==> config.mk <==
export PLATFORM = sky130hd
export DESIGN_NAME = sorted_deadline_alarm_queue
export DESIGN_NICKNAME = d
export VERILOG_FILES = /design/src/hdl/sdaq_pkg.sv /design/src/hdl/sdaq_tcmp.sv /design/src/hdl/sorted_deadline_alarm_queue.sv
export SDC_FILE = /design/constraint.sdc
export NUM_CORES = 1
export LEC_CHECK = 0
export BUFFER_PORTS_ARGS = -buffer_cell sky130_fd_sc_hd__buf_2
export CAP_MARGIN = 20
export CORE_MARGIN = 2
export CORE_UTILIZATION = 44
export CTS_CLUSTER_SIZE = 8
export DETAILED_ROUTE_END_ITERATION = 10
export GPL_ROUTABILITY_DRIVEN = 1
export SLEW_MARGIN = 20
export SYNTH_ARGS = -nofsm -noshare
export SYNTH_HDL_FRONTEND = slang
export SYNTH_SLANG_ARGS = --single-unit
==> constraint.sdc <==
create_clock -name clk -period 13.2 [get_ports clk]
set_clock_uncertainty 0.05 [all_clocks]
set_input_delay 0.66 -clock clk [delete_from_list [all_inputs] [get_ports clk]]
set_output_delay 0.66 -clock clk [all_outputs]
set_load 0.01 [all_outputs]
==> src/hdl/sdaq_pkg.sv <==
// codes shared by the sorted deadline alarm queue
`default_nettype none

package sdaq_pkg;

  localparam int KIND_BITS   = 3;
  localparam int STATUS_BITS = 3;

  localparam logic [KIND_BITS-1:0] KIND_SET       = 3'd0;
  localparam logic [KIND_BITS-1:0] KIND_CANCEL    = 3'd1;
  localparam logic [KIND_BITS-1:0] KIND_POLL_ABS  = 3'd2;
  localparam logic [KIND_BITS-1:0] KIND_POLL_DLY  = 3'd3;
  localparam logic [KIND_BITS-1:0] KIND_PROCESS   = 3'd4;

  localparam logic [STATUS_BITS-1:0] STATUS_OK       = 3'd0;
  localparam logic [STATUS_BITS-1:0] STATUS_EMPTY    = 3'd1;
  localparam logic [STATUS_BITS-1:0] STATUS_PENDING  = 3'd2;
  localparam logic [STATUS_BITS-1:0] STATUS_FULL     = 3'd3;
  localparam logic [STATUS_BITS-1:0] STATUS_FIRED    = 3'd4;
  localparam logic [STATUS_BITS-1:0] STATUS_FINISHED = 3'd5;

  typedef enum logic [1:0] {
    PLACE_FREE    = 2'd0,
    PLACE_WAITING = 2'd1,
    PLACE_READY   = 2'd2,
    PLACE_DONE    = 2'd3
  } place_t;

endpackage

`default_nettype wire

==> src/hdl/sdaq_tcmp.sv <==
// wrap-aware time compare and difference, shared by all requests
`default_nettype none

module sdaq_tcmp #(
  parameter int TIME_BITS = 32
) (
  input  wire logic [TIME_BITS-1:0] a,
  input  wire logic [TIME_BITS-1:0] b,
  output logic                      less,
  output logic [TIME_BITS-1:0]      diff
);

  localparam logic [TIME_BITS-1:0] HALF_UP = {1'b1, {(TIME_BITS-1){1'b0}}};

  // a earlier than b when b - a lies in 1 .. 2^(n-1)
  assign diff = b - a;
  assign less = (diff != '0) && (diff <= HALF_UP);

endmodule

`default_nettype wire

==> src/hdl/sorted_deadline_alarm_queue.sv <==
// sorted deadline alarm queue: sequencer, entry stores and output register
//
//  channel | signals                                             | direction
//  --------+-----------------------------------------------------+----------
//  in      | in_valid in_stall kind time_value handle user_tag   | request in
//          | fire_limit                                          |
//  out     | out_valid out_stall status handle_out tag_out       | result out
//          | time_out fired_count last                           |
//
// one request at a time; in_stall is high while the sequencer works.
// set: free scan, then each entry with a later deadline moves back one place.
// cancel: frees the entry, searches the order list, shifts the rest down.
// poll: reads and compares the head entry; process: fires due alarms in turn.
// all share one compare unit and one port of each store.
// reset frees all entries at once; a stalled output holds the sequencer.
`default_nettype none

module sorted_deadline_alarm_queue
  import sdaq_pkg::*;
#(
  parameter int DEPTH     = 16,
  parameter int TIME_BITS = 32,
  parameter int TAG_BITS  = 16
) (
  input  wire logic                             clk,
  input  wire logic                             rst,
  input  wire logic                             in_valid,
  output logic                                  in_stall,
  input  wire logic [KIND_BITS-1:0]             kind,
  input  wire logic [TIME_BITS-1:0]             time_value,
  input  wire logic [$clog2(DEPTH)-1:0]         handle,
  input  wire logic [TAG_BITS-1:0]              user_tag,
  input  wire logic [$clog2(DEPTH+1)-1:0]       fire_limit,
  output logic                                  out_valid,
  input  wire logic                             out_stall,
  output logic [STATUS_BITS-1:0]                status,
  output logic [$clog2(DEPTH)-1:0]              handle_out,
  output logic [TAG_BITS-1:0]                   tag_out,
  output logic [TIME_BITS-1:0]                  time_out,
  output logic [$clog2(DEPTH+1)-1:0]            fired_count,
  output logic                                  last
);

  localparam int IDX_BITS = $clog2(DEPTH);
  localparam int CNT_BITS = $clog2(DEPTH + 1);

  typedef enum logic [3:0] {
    S_IDLE, S_SCAN, S_INS, S_ILD, S_ICMP, S_CAN, S_URD, S_UCHK,
    S_USH, S_UWR, S_PCHK, S_HEAD, S_HLD, S_HCMP, S_FIRE, S_REPLY
  } state_t;

  state_t state;

  logic [TIME_BITS-1:0] dl_mem  [DEPTH];
  logic [TAG_BITS-1:0]  tag_mem [DEPTH];
  logic [IDX_BITS-1:0]  ord_mem [DEPTH];
  place_t               place   [DEPTH];

  logic [KIND_BITS-1:0]   kind_r;
  logic [TIME_BITS-1:0]   tv_r;
  logic [TAG_BITS-1:0]    tag_r;
  logic [IDX_BITS-1:0]    hnd_r;
  logic [CNT_BITS-1:0]    lim_r;
  logic [IDX_BITS-1:0]    fh;
  logic [CNT_BITS-1:0]    pos;
  logic [CNT_BITS-1:0]    wcount;
  logic [CNT_BITS-1:0]    fired;
  logic [IDX_BITS-1:0]    ord_q;
  logic [TIME_BITS-1:0]   dl_q;
  logic [TAG_BITS-1:0]    tg_q;

  logic [STATUS_BITS-1:0] res_status;
  logic [IDX_BITS-1:0]    res_h;
  logic [TIME_BITS-1:0]   res_t;
  logic [CNT_BITS-1:0]    res_c;

  logic                   less;
  logic [TIME_BITS-1:0]   diff;
  logic                   out_free;
  logic                   load_out;
  logic [CNT_BITS-1:0]    pos_inc;
  logic [CNT_BITS-1:0]    pos_dec;
  logic [IDX_BITS-1:0]    pidx;

  sdaq_tcmp #(.TIME_BITS(TIME_BITS)) u_tcmp (
    .a    (tv_r),
    .b    (dl_q),
    .less (less),
    .diff (diff)
  );

  assign out_free = !out_valid || !out_stall;
  assign load_out = ((state == S_FIRE) || (state == S_REPLY)) && out_free;
  assign in_stall = rst || (state != S_IDLE);
  assign pos_inc  = pos + 1'b1;
  assign pos_dec  = pos - 1'b1;
  assign pidx     = pos[IDX_BITS-1:0];

  always_ff @(posedge clk) begin
    if (rst) begin
      state     <= S_IDLE;
      wcount    <= '0;
      out_valid <= 1'b0;
      for (int i = 0; i < DEPTH; i++) begin
        place[i] <= PLACE_FREE;
      end
    end else begin
      if (load_out) begin
        out_valid <= 1'b1;
      end else if (!out_stall) begin
        out_valid <= 1'b0;
      end
      case (state)
        S_IDLE: begin
          if (in_valid) begin
            kind_r     <= kind;
            tv_r       <= time_value;
            tag_r      <= user_tag;
            hnd_r      <= handle;
            lim_r      <= fire_limit;
            fired      <= '0;
            res_status <= ((kind == KIND_POLL_ABS || kind == KIND_POLL_DLY) && wcount == '0) ?
                          STATUS_EMPTY : STATUS_OK;
            res_h      <= (kind == KIND_CANCEL) ? handle : '0;
            res_t      <= '0;
            res_c      <= '0;
            pos        <= (kind == KIND_CANCEL) ? CNT_BITS'(handle) : '0;
            case (kind)
              KIND_SET: state <= S_SCAN;
              KIND_CANCEL: begin
                if (CNT_BITS'(handle) < CNT_BITS'(DEPTH)) begin
                  state <= S_CAN;
                end else begin
                  state <= S_REPLY;
                end
              end
              KIND_POLL_ABS, KIND_POLL_DLY: begin
                if (wcount == '0) begin
                  state <= S_REPLY;
                end else begin
                  state <= S_HEAD;
                end
              end
              KIND_PROCESS: state <= S_PCHK;
              default: state <= S_REPLY;
            endcase
          end
        end
        S_SCAN: begin
          if (place[pidx] == PLACE_FREE) begin
            fh            <= pidx;
            dl_mem[pidx]  <= tv_r;
            tag_mem[pidx] <= tag_r;
            place[pidx]   <= PLACE_WAITING;
            pos           <= wcount;
            state         <= S_INS;
          end else if (pos == CNT_BITS'(DEPTH - 1)) begin
            res_status <= STATUS_FULL;
            state      <= S_REPLY;
          end else begin
            pos <= pos_inc;
          end
        end
        S_INS: begin
          if (pos == '0) begin
            ord_mem[pidx] <= fh;
            wcount        <= wcount + 1'b1;
            res_h         <= fh;
            state         <= S_REPLY;
          end else begin
            ord_q <= ord_mem[pos_dec[IDX_BITS-1:0]];
            state <= S_ILD;
          end
        end
        S_ILD: begin
          dl_q  <= dl_mem[ord_q];
          state <= S_ICMP;
        end
        S_ICMP: begin
          // new deadline earlier: move this entry back one place
          if (less) begin
            ord_mem[pidx] <= ord_q;
            pos           <= pos_dec;
            state         <= S_INS;
          end else begin
            ord_mem[pidx] <= fh;
            wcount        <= wcount + 1'b1;
            res_h         <= fh;
            state         <= S_REPLY;
          end
        end
        S_CAN: begin
          place[pidx] <= PLACE_FREE;
          pos         <= '0;
          if (place[pidx] == PLACE_WAITING) begin
            state <= S_URD;
          end else begin
            state <= S_REPLY;
          end
        end
        S_URD: begin
          if (pos >= wcount) begin
            state <= S_REPLY;
          end else begin
            ord_q <= ord_mem[pidx];
            state <= S_UCHK;
          end
        end
        S_UCHK: begin
          if (ord_q == hnd_r) begin
            state <= S_USH;
          end else begin
            pos   <= pos_inc;
            state <= S_URD;
          end
        end
        S_USH: begin
          if (pos_inc < wcount) begin
            ord_q <= ord_mem[pos_inc[IDX_BITS-1:0]];
            state <= S_UWR;
          end else begin
            wcount <= wcount - 1'b1;
            state  <= (kind_r == KIND_PROCESS) ? S_PCHK : S_REPLY;
          end
        end
        S_UWR: begin
          ord_mem[pidx] <= ord_q;
          pos           <= pos_inc;
          state         <= S_USH;
        end
        S_PCHK: begin
          if (wcount == '0 || (lim_r != '0 && fired >= lim_r)) begin
            res_status <= STATUS_FINISHED;
            res_c      <= fired;
            state      <= S_REPLY;
          end else begin
            state <= S_HEAD;
          end
        end
        S_HEAD: begin
          ord_q <= ord_mem[0];
          state <= S_HLD;
        end
        S_HLD: begin
          dl_q  <= dl_mem[ord_q];
          tg_q  <= tag_mem[ord_q];
          state <= S_HCMP;
        end
        S_HCMP: begin
          if (kind_r == KIND_PROCESS) begin
            if (less) begin
              res_status <= STATUS_FINISHED;
              res_c      <= fired;
              state      <= S_REPLY;
            end else begin
              place[ord_q] <= PLACE_DONE;
              state        <= S_FIRE;
            end
          end else begin
            if (less) begin
              res_status <= STATUS_OK;
              res_t      <= (kind_r == KIND_POLL_ABS) ? dl_q : diff;
            end else begin
              res_status <= STATUS_PENDING;
              res_t      <= (kind_r == KIND_POLL_ABS) ? tv_r : '0;
            end
            state <= S_REPLY;
          end
        end
        S_FIRE: begin
          if (out_free) begin
            status      <= STATUS_FIRED;
            handle_out  <= ord_q;
            tag_out     <= tg_q;
            time_out    <= '0;
            fired_count <= '0;
            last        <= 1'b0;
            fired       <= fired + 1'b1;
            hnd_r       <= ord_q;
            pos         <= '0;
            // head of the list leaves: shift the rest down
            state       <= S_USH;
          end
        end
        S_REPLY: begin
          if (out_free) begin
            status      <= res_status;
            handle_out  <= res_h;
            tag_out     <= '0;
            time_out    <= res_t;
            fired_count <= res_c;
            last        <= 1'b1;
            state       <= S_IDLE;
          end
        end
        default: state <= S_IDLE;
      endcase
    end
  end

  a_count_bound: assert property (@(posedge clk) disable iff (rst)
    wcount <= CNT_BITS'(DEPTH))
    else $error("waiting count beyond depth");

  a_fired_not_last: assert property (@(posedge clk) disable iff (rst)
    out_valid && status == STATUS_FIRED |-> !last)
    else $error("fired result marked last");

  a_head_waiting: assert property (@(posedge clk) disable iff (rst)
    state == S_HCMP |-> place[ord_q] == PLACE_WAITING)
    else $error("head of list is not a waiting entry");

  a_fire_follows: assert property (@(posedge clk) disable iff (rst)
    state == S_FIRE && out_free |=> out_valid && status == STATUS_FIRED)
    else $error("fired alarm not presented");

endmodule

`default_nettype wire

* After elaboration in Yosys (flattened, before gate mapping)
Memories as Yosys holds them, arrays and structs flattened. A register that Yosys moved wholly into a read port is not among the register bits. Index checks and enable logic that the tools add are counted.
Storage, ports and cells: bits in registers 193, memory bits (writable) 864, bits of input ports 64, output and inout port bits 63, word-level logic and storage cells 254, memories kept 4
Cells by class: $add $sub $neg 6, magnitude comparators 4, equality and inequality tests 45, muxes and demuxes 122, bitwise gates (word level) 5, reduce and logical (&&, ||, !) cells 46
Memories:
- dl_mem | depth 16, bits a word 32, rd ports 1, clocked after memory_dff 1, write ports 1, RTL line sorted_deadline_alarm_queue.sv:54 | logic [TIME_BITS-1:0] dl_mem [DEPTH];
- tag_mem | depth 16, bits a word 16, rd ports 1, clocked after memory_dff 1, write ports 1, RTL line sorted_deadline_alarm_queue.sv:55 | logic [TAG_BITS-1:0] tag_mem [DEPTH];
- ord_mem | depth 16, bits a word 4, rd ports 4, clocked after memory_dff 1, write ports 1, RTL line sorted_deadline_alarm_queue.sv:56 | logic [IDX_BITS-1:0] ord_mem [DEPTH];
- place | depth 16, bits a word 2, rd ports 1, clocked after memory_dff 1, write ports 16, RTL line sorted_deadline_alarm_queue.sv:57 | place_t place [DEPTH];
Operators with widths (number):
- two-way mux 32 bit | 7
- one-hot mux 32 bit (2 select lines) | 2
- two-way mux 4 bit | 29
- two-way mux 5 bit | 15
- one-hot mux 4 bit (16 select lines) | 1
- two-way mux 1 bit | 36
- two-way mux 3 bit | 12
- one-hot mux 5 bit (7 select lines) | 1
- != test 2 bit (second input constant) | 17
- equality test 4 bit (second input constant) | 8
- <= comparator 32 bit (second input constant) | 1
- two-way mux 16 bit | 2
- one-hot mux 16 bit (2 select lines) | 1
- one-hot mux 4 bit (4 select lines) | 2
- nonzero test 32 bit | 1
- subtractor 32 bit | 1
- one-hot mux 5 bit (3 select lines) | 2
- one-hot mux 5 bit (2 select lines) | 2
- AND reduction 4 bit | 5
- equality test 4 x 3 -> 1 bit (second input constant) | 4
- one-hot mux 4 bit (2 select lines) | 2
- adder 5 x 1 -> 5 bit (second input constant) | 3
- AND reduction 7 bit | 2
- one-hot mux 3 bit (4 select lines) | 1
- other kinds (36) | 71

* Longest topological paths before layout
Gate-level depths: netlist of the first run.
word-level depth 10, mapped depth 17, depth with buffers taken out 15

* By module
A second synthesis of the first run with hierarchy kept.
Second synthesis, totals: cell total of the unflattened synthesis 2637, area, all modules 47012.6 µm²
By module, submodules not included:
- sorted_deadline_alarm_queue | times used 1, cells an instance 2299, area each 44801.7 µm², sequential area each 33161.8 µm²
- sdaq_tcmp | times used 1, cells an instance 338, area each 2210.9 µm², sequential area each 0.0 µm²

* Worst setup path after synthesis of the first run
Ideal clock, no wire load.
path type input to register, start point input port rst, end point register fired_count[0] (enable), setup time 0.555 ns, arrival time 5.639 ns, data required time 12.595 ns, setup slack 6.956 ns, stages 5, buffers on the path 4, cells stage by stage clkbuf_1 > clkbuf_1 > clkbuf_1 > clkbuf_1 > nor3_1
Between the ends: word-level cells in the longest chain between the ends 2
RTL lines:
- from (decl) | RTL line sorted_deadline_alarm_queue.sv:26 | input wire logic rst,
- inverter 1 bit (no line)
- AND reduction 4 bit (no line)
- to (signal assigned) | RTL line sorted_deadline_alarm_queue.sv:291 | fired_count <= res_c;
- to (decl) | RTL line sorted_deadline_alarm_queue.sv:40 | output logic [$clog2(DEPTH+1)-1:0] fired_count,
Every way passes these cells. A chain may end at the register's enable or synchronous reset.

* Worst setup path in the final report of the first run
start point register tv_r[1], end point register res_c[4] (enable)
Between the ends: word-level cells in the longest chain between the ends 5, elaborated cells on any way between the ends 6, classes of those cells add/sub: 1; order compare: 1; eq/ne: 1; reduce/logical: 3
RTL lines:
- from (decl) | RTL line sorted_deadline_alarm_queue.sv:60 | logic [TIME_BITS-1:0] tv_r;
- from (signal assigned) | RTL line sorted_deadline_alarm_queue.sv:117 | tv_r <= time_value;
- subtractor 32 bit * | RTL line sdaq_tcmp.sv:16 | assign diff = b - a;
- <= comparator 32 bit or nonzero test 32 bit (tied branches) | RTL line sdaq_tcmp.sv:17 | assign less = (diff != '0) && (diff <= HALF_UP);
- logical AND 1 bit * | RTL line sdaq_tcmp.sv:17
- != test 2 bit (no line) *
- AND reduction 6 bit (no line) *
- to (signal assigned) | RTL line sorted_deadline_alarm_queue.sv:234 | res_c <= fired;
- to (signal assigned) | RTL line sorted_deadline_alarm_queue.sv:253 | res_c <= fired;
- to (decl) | RTL line sorted_deadline_alarm_queue.sv:75 | logic [CNT_BITS-1:0] res_c;
Every way passes the cells marked *; elsewhere a longest branch is shown, timed or not.

==> impl_results.md, run 1 <==
- RePlAce Congestion: 0.916
- CTS root buf: clkbuf_16
- Vias/cell: 6.02
- Initial Util: 44.5%
- Buf+Inv Stages, Crit Path: 2
- Most Frequent Cell on Critical Path: a21oi_1
- Period minus WS final: 6.38 ns
- Async SR Flop Fraction: 0%
- Design area: 0.0540 mm^2
- WP depth: 15
- Met1 GRT Util: around a third
- Post-synth EDFFs: 1,095
- Slowest Stage Delay on Critical Path: between 0.8 and 0.9 ns
- CTS Buffer Depth: 3
- Antenna violations before repair: 4
- Yosys cell types: 84
- CTS tree: done
- Register area share after synthesis: 70.5%
- Die Area: 0.110 mm^2
- Max IR drop VDD: 0.000106 V
- First-pass GRT wire length: between 150,000 and 200,000 um
- Status: completed
- Clk_lat worst skew: around 0.76 ns
- R2R cell count: 15
- Initial drt markers: 3,021
- Most common flop cell mapped by yosys: edfxtp_1
- RSZ-0062 raised after global routing: no
- Antenna Violating Nets Remaining: 0
- Site Rows: 119
- Largest net degree at the start of global routing: 133
- Hold_buf cts: 21
- Crit Path Category: reg -> reg
- Drt drc: 0
- Worst-path cell chain: inv_1 > ha_1 > nor2b_1 > o2111ai_1 > a21oi_1 > nor2_1 > o41ai_1 > mux2i_1 > nand4_1 > or4_4 > o21ai_1 > and2_1 > buf_4 > a21oi_1 > nor3_1
- Fin crit share: 48.4%
- Final nets: roughly 3k
- Worst-path fanout max: 19
- Core Area: 0.106 mm^2
- Post-Route WL: 121,000 um
- Hold Fails Final Rpt: 0
- WHS: approximately 0.051 ns
- Via count: 25.7k
- Slew margin rel.: 25.6%
- Met2 usage: 35.8%
- Crit path max-delay family: simple AND/OR/NAND/NOR gates
- Slew Viols, Final: 0
- Area contributors post-synth: edfxtp_1 (70%), mux4_2 (15%), nand2_1 (1.5%)
- Clock sink count: approximately 1.1k
- FF/Latch Area: 0.0332 mm^2
- WHS Path Cells: 1
- Cell at the slowest stage of the critical path: o41ai_1
- DIE WIDTH: 331 um
- Detailed Place HPWL: between 70,000 and 80,000 um
- Average size of a mapped cell: 17.9 um^2
- Setup TNS: 0 ns
- Postcts setup bufs: 0
- Area of the mapped netlist: 0.0470 mm^2
- Worst Setup Start Kind: register
- Worst-margin pin slew: 1.10 ns
- FILL cells: 8,509
- Worst Path Arrival: 6.71 ns
- Synth top area share: a little over two thirds
- Tot GR Track Use: 22.3%
- Overall power: between 10,000 and 15,000 uW
- Worst path required time: 13.53 ns
- DRT Pass-1 Iters: 6
- Met3 Usage GRT: roughly 3.7%
- Synth area leader: edfxtp_1
- Area of the multi-input gates: 0.0132 mm^2
- Post-route insts no fill: 4,268
- Synth Warn #: 0
- Synthesized Nets: about 2.7k
- HP Class: in -> reg
- Clock transition at path regs: 0.05 ns
- Post-CTS Resized: 0
- Crit. End Element: register
- Cells after synthesis: about 2.6k
- CTS H-tree lvls: 4
- Final setup fails: 0
- PwrDens: 191 mW/mm^2
- Leak pwr: roughly 0.018 uW
- Area Overhead vs Synth: 14.9%
- Layout cells sized above 1: 25.5%
- Die Y: 331 um
- I/O pin cnt: about 130
- GRT overflow: 0
- Seq cells post-synth: 1,109
- Routed len/inst: 28.3 um
- Vias in the first global route: 26.3k
- CTS Buf Count: 158
- IO buf count: 126
- Max Cap Viol: 0
- Fmax: 157 MHz
- Placed insts: between 4k and 5k
- DP Area: 0.0494 mm^2
- Grt peak-use layer: met2
-- cell usage after synthesis, types with 9 or more instances --
master / count
xor2_1: 22
nand4_1: 14
ha_1: 55
a31oi_1: 16
dfxtp_1: 14
nor4_1: 19
o21a_1: 9
nor2_1: 101
nand2b_1: 26
inv_1: 72
o211ai_1: 11
nand3b_1: 10
clkbuf_1: 94
mux4_2: 308
mux2i_1: 9
buf_1: 36
nor2b_1: 32
or3_1: 18
buf_2: 11
edfxtp_1: 1095
nand2_1: 190
xnor2_1: 14
a21oi_1: 98
and2_1: 62
mux2_2: 19
a21o_1: 11
o21ai_0: 57
nand3_1: 26
and3_1: 9
nor3_1: 33
-- power breakdown --
part	internal [uW]	switching [uW]	total [uW]
clock	2180	1430	3610
sequential	4130	185	4310
combinational	1070	1310	2380
-- metrics by stage --
step / util, % / setup WS, ns
5_1_grt: 51.1 / 6.37
3_5_place_dp: 46.8 / 6.94
3_3_place_gp: 46.8 / 7.09
4_1_cts: 51.1 / 6.91
6_report: 51.1 / 6.82
2_1_floorplan: - / 6.96
-- area by class of cell --
type | instances | share of cell area (%)
sequential | 1109 | 61.4
tap | 1391 | 3.22
clock buffer | 177 | 7.53
inverter | 72 | 0.500
clock inverter | 17 | 0.579
timing repair buffer | 203 | 2.38
antenna | 2 | 0.00926
multi-input combinational | 1297 | 24.4
-- metal layers --
metal	vias up	wire, um
met5	-	0
met1	13395	51100
li1	10974	-
met3	144	9090
met4	0	2200
met2	1169	58500
-- cells in the final DEF (no fill, tap or decap), types with 54 or more instances in the layout --
cell,count
a21oi_1,98
and2_1,61
buf_2,126
buf_4,54
clkbuf_16,160
edfxtp_1,1095
ha_1,55
inv_1,72
mux4_2,308
nand2_1,190
nor2_1,84
o21ai_0,57
-- worst paths after layout --
kind | start | to | slack, ns
setup / recovery | tv_r[1]$_DFFE_PP_ | res_c[4]$_SDFFCE_PN0P_ | 6.82
hold / removal | user_tag[4] | tag_r[4]$_DFFE_PP_ | 0.05
setup reg to reg | tv_r[1]$_DFFE_PP_ | res_c[4]$_SDFFCE_PN0P_ | 6.82
hold reg to reg | out_valid$_SDFFE_PP0P_ | out_valid$_SDFFE_PP0P_ | 0.44
-- registers in the layout (all words and copies together), names as in the netlist, 4 cells and up, named ones only --
name,count
dl_mem,512
tag_mem,256
ord_mem,64
dl_q,32
place,32
res_t,32
time_out,32
tv_r,32
tag_out,16
tag_r,16
tg_q,16
fired,5
fired_count,5
lim_r,5
pos,5
res_c,5
wcount,5
fh,4
handle_out,4
hnd_r,4
ord_q,4
res_h,4
state,4
-- logic make-up (layout without fill, tap and decap cells) --
group           after synthesis  after routing  share of synthesized area, %
xor+xnor                     36             36                         0.670
simple gates                576            576                          6.12
fa+ha+maj                    57             57                          1.55
mux                         336            336                          15.4
other cells                   0              2                             0
buf+inv                     216            469                          1.78
compound gates              292            292                          3.99
flops                      1109           1109                          70.5
No activity file was read; power rests on OpenSTA's default activity.
==> inputs of run 2 (changes only) <==
- ABC_AREA: unset -> 1
- clock period: 13.2 -> 5.9 ns (I/O delays scaled with it)
==> impl_results.md, run 2 <==
- Synthesized Nets: 4,307 (was 2,743)
- CTS Buffer Depth: 3 (unchanged)
- Largest regs: dl_mem (512), tag_mem (256), ord_mem (64) (unchanged)
- Pre-CTS WS: 0.930 ns (was 6.94 ns)
- Crit Reg-Reg Endpoint: place[2][1]$_SDFFCE_PN0P_ (was res_c[4]$_SDFFCE_PN0P_)
- Combinational fraction of design power: 27.5% (was 23.1%)
- DP Area: 0.0511 mm^2 (was 0.0494 mm^2)
- Yosys cell types: 55 (was 84)
- Design area: 0.0561 mm^2 (was 0.0540 mm^2)
- Largest Register: dl_mem (unchanged)
- Drt drc: 0 (unchanged)
- Seq cells post-synth: 1,109 (unchanged)
- Worst-path fanout max: 25 (was 19)
- Final nets: 4,514 (was 2,962)
- Fmax: 197 MHz (was 157 MHz)
- Max IR drop VDD: 0.000316 V (was 0.000106 V)
- R2R setup slack: 0.82 ns (was 6.82 ns)
- Clock transition at path regs: 0.05 ns (about the same)
- Area contributors post-synth: edfxtp_1 (68%), o21ai_0 (5.4%), nor2_1 (4.7%) (was edfxtp_1 (70%), mux4_2 (15%), nand2_1 (1.5%))
- Max Cap Viol: 0 (unchanged)
- Fin crit share: 86.1% (was 48.4%)
- Final setup fails: 0 (unchanged)
- Area of the mapped netlist: 0.0485 mm^2 (was 0.0470 mm^2)
- Reg power frac: 39.4% (was 41.8%)
- DIE WIDTH: 336 um (was 331 um)
- HP Class: in -> reg (unchanged)
- CTS tree: done (unchanged)
- Average size of a mapped cell: 11.6 um^2 (was 17.9 um^2)
- IO buf count: 126 (unchanged)
- Antenna Violating Nets Remaining: 0 (unchanged)
- FILL cells: 9,494 (was 8,509)
- RSZ-0062 raised after global routing: no (unchanged)
- Tot GR Track Use: 25.3% (was 22.3%)
- RePlAce Congestion: 0.968 (was 0.916)
- Register area share after synthesis: 68.4% (was 70.5%)
- Most frequent cells in the layout: edfxtp_1 (1,095), nor2_1 (589), nand2_1 (546), o21ai_0 (525), inv_1 (323) (was edfxtp_1 (1,095), mux4_2 (308), nand2_1 (190), clkbuf_16 (160), buf_2 (126))
- Status: completed (unchanged)
- Die Area: 0.113 mm^2 (was 0.110 mm^2)
- First-pass GRT wire length: 211,000 um (was 177,000 um)
- Initial drt markers: 3,763 (was 3,021)
- Worst Path Arrival: 5.45 ns (was 6.71 ns)
- Most common cell in the netlist: edfxtp_1 (unchanged)
- Routed len/inst: 24.5 um (was 28.3 um)
- Layout cells sized above 1: 11.9% (was 25.5%)
- Crit path capture: place[2][1]$_SDFFCE_PN0P_ (was res_c[4]$_SDFFCE_PN0P_)
- Hold Crit Start: fire_limit[2] (was user_tag[4])
- Synth area leader: edfxtp_1 (unchanged)
- R2R cell count: 19 (was 15)
- Worst Setup Start Kind: register (unchanged)
- Crit Path Category: reg -> reg (unchanged)
- CTS H-tree lvls: 4 (unchanged)
- PwrDens: 435 mW/mm^2 (was 191 mW/mm^2)
- Period minus WS final: 5.08 ns (was 6.38 ns)
- Initial Util: 44.5% (about the same)
- Slew Viols, Final: 0 (unchanged)
- Vias in the first global route: 32.3k (was 26.3k)
- Hold Fails Final Rpt: 0 (unchanged)
- Most common cell after layout, fill and taps aside: edfxtp_1 (unchanged)
- Crit. End Element: register (unchanged)
- Clock Power Share: 33.1% (was 35.0%)
- Synth Warn #: 0 (unchanged)
- Internal power: 15,900 uW (was 7370 uW)
- Max FFs per register: 512 (unchanged)
- Clk_lat worst skew: 0.77 ns (was 0.76 ns)
- Net Sw Power: 8470 uW (was 2930 uW)
- Core Area: 0.109 mm^2 (was 0.106 mm^2)
- Worst path required time: 6.27 ns (was 13.53 ns)
- Synth top area share: 67.8% (was 69.9%)
- GRT overflow: 0 (unchanged)
- Worst-margin pin slew: 1.11 ns (was 1.10 ns)
- Site Rows: 121 (was 119)
- Async SR Flop Fraction: 0% (unchanged)
- Cells after synthesis: 4,186 (was 2,622)
- Largest net degree at the start of global routing: 199 (was 133)
- CTS Buf Count: 157 (was 158)
- DRT Pass-1 Iters: 5 (was 6)
- Die Y: 336 um (was 331 um)
- CP Launch Point: tv_r[27]$_DFFE_PP_ (was tv_r[1]$_DFFE_PP_)
- Post-Route WL: 143,000 um (was 121,000 um)
- Setup slack after layout: 0.822 ns (was 6.82 ns)
- Detailed Place HPWL: 82,600 um (was 70,400 um)
- Area Overhead vs Synth: 15.7% (was 14.9%)
- CTS root buf: clkbuf_16 (unchanged)
- Switching Share: 34.7% (was 28.5%)
- Post-synth EDFFs: 1,095 (unchanged)
- I/O pin cnt: 127 (unchanged)
- Reg2reg start: tv_r[27]$_DFFE_PP_ (was tv_r[1]$_DFFE_PP_)
- Leak pwr: 0.0199 uW (was 0.0176 uW)
- Most common flop cell mapped by yosys: edfxtp_1 (unchanged)
- Commonest cells in the netlist: edfxtp_1 (1,095), nor2_1 (601), nand2_1 (546), o21ai_0 (525), inv_1 (325) (was edfxtp_1 (1,095), mux4_2 (308), nand2_1 (190), nor2_1 (101), a21oi_1 (98))
- Via count: 33.8k (was 25.7k)
- Clock sink count: 1,109 (unchanged)
- Setup TNS: 0 ns (unchanged)
- Slew margin rel.: 25.1% (was 25.6%)
- Antenna violations before repair: 2 (was 4)
- Vias/cell: 5.79 (was 6.02)
[run 2: changes by cell type in the layout (fill, tap and decap cells not counted), moves of 43 or more]
| cell | previous run | this run |
|---|---|---|
| nand2_1 | 190 | 546 |
| nand3_1 | 25 | 174 |
| dlygate4sd3_1 | 21 | 64 |
| inv_1 | 72 | 323 |
| nor2_1 | 84 | 589 |
| o211ai_1 | 11 | 60 |
| o221ai_1 | 2 | 159 |
| o21ai_0 | 57 | 525 |
| mux4_2 | 308 | 0 |
| and2_1 | 61 | 6 |
| o22ai_1 | 7 | 53 |
[run 2: routing by layer]
metal,GRT usage [%],up-vias,wire length [um]
li1,-,15452,-
met1,36.8,16625,62900
met2,38.9,1490,64500
met3,4.41,234,12100
met4,7.60,0,3610
met5,0,-,0
[run 2: logic make-up after synthesis]
group           after synthesis  share of synthesized area, %
compound gates              936                          11.7
buf+inv                     577                          4.65
flops                      1109                          68.4
xor+xnor                     13                         0.235
fa+ha+maj                    57                          1.50
mux                          20                         0.413
simple gates               1474                          13.0
[run 2: worst max-delay path: stages (launching register included)]
cell and delay, ns:
edfxtp_1 0.72, inv_1 0.30, ha_1 0.45, nand2_1 0.25
nor2_1 0.08, nor2_1 0.15, nand2_1 0.08, a21oi_1 0.27
nand2_1 0.10, nand2_1 0.06, nand2_1 0.08, nor2_2 0.15
inv_1 0.07, nor2_2 0.14, nand2_1 0.08, nand2_2 0.08
nand4_4 0.41, nand3_2 0.30, nand3_1 0.47, o21ai_0 0.45
[run 2: through the flow]
| step | std cells | util [%] | power, uW | hold WS [ns] |
|---|---|---|---|---|
| finish | 5838 | 51.4 | 24400 | 0.193 |
| global route | 5837 | 51.4 | 25500 | 0.177 |
| CTS | 5837 | 51.4 | 24400 | 0.152 |
| floorplan | 4186 | - | 14100 | 0.344 |
| global placement | 5584 | 46.9 | 16300 | 0.401 |
| detailed placement | 5584 | 46.9 | 16300 | 0.406 |
[run 2: timing repair]
item                                   CTS  global route
gates resized for setup                  0             0
hold buffers                            64             0
endpoints found under the hold margin   82             0
setup endpoints to repair                0             0
setup buffers                            0             0
[run 2: power groups by stage]
stage                     Sequential [uW]  Clock [uW]  Combinational (uW)
after floorplan                      9570           0                4520
after global placement               9740           0                6540
after detailed placement             9740           0                6570
after CTS                            9600        8200                6630
after global routing                 9640        8490                7390
final                                9610        8060                6700
[run 2: how the worst min path moves through the flow]
stage / endpoint / slack (ns) / depth (start not counted)
2_1_floorplan: kind_r[0]$_DFFE_PP_ / 0.34 / 0
3_3_place_gp: wcount[4]$_SDFFE_PP0P_ / 0.40 / 2
3_5_place_dp: wcount[4]$_SDFFE_PP0P_ / 0.41 / 2
4_1_cts: lim_r[1]$_DFFE_PP_ / 0.15 / 2
5_1_grt: tv_r[29]$_DFFE_PP_ / 0.18 / 2
6_report: lim_r[2]$_DFFE_PP_ / 0.19 / 2
[run 2: layout make-up]
type	instances	area, um^2	area share (%)
Antenna cell	1	2.50	0.00446
Sequential cell	1109	33200	59.2
Clock buffer	174	4020	7.18
Tap cell	1414	1770	3.16
Clock inverter	15	265	0.473
Multi-Input combinational cell	2500	13200	23.6
Timing Repair Buffer	281	2320	4.13
Inverter	344	1310	2.33
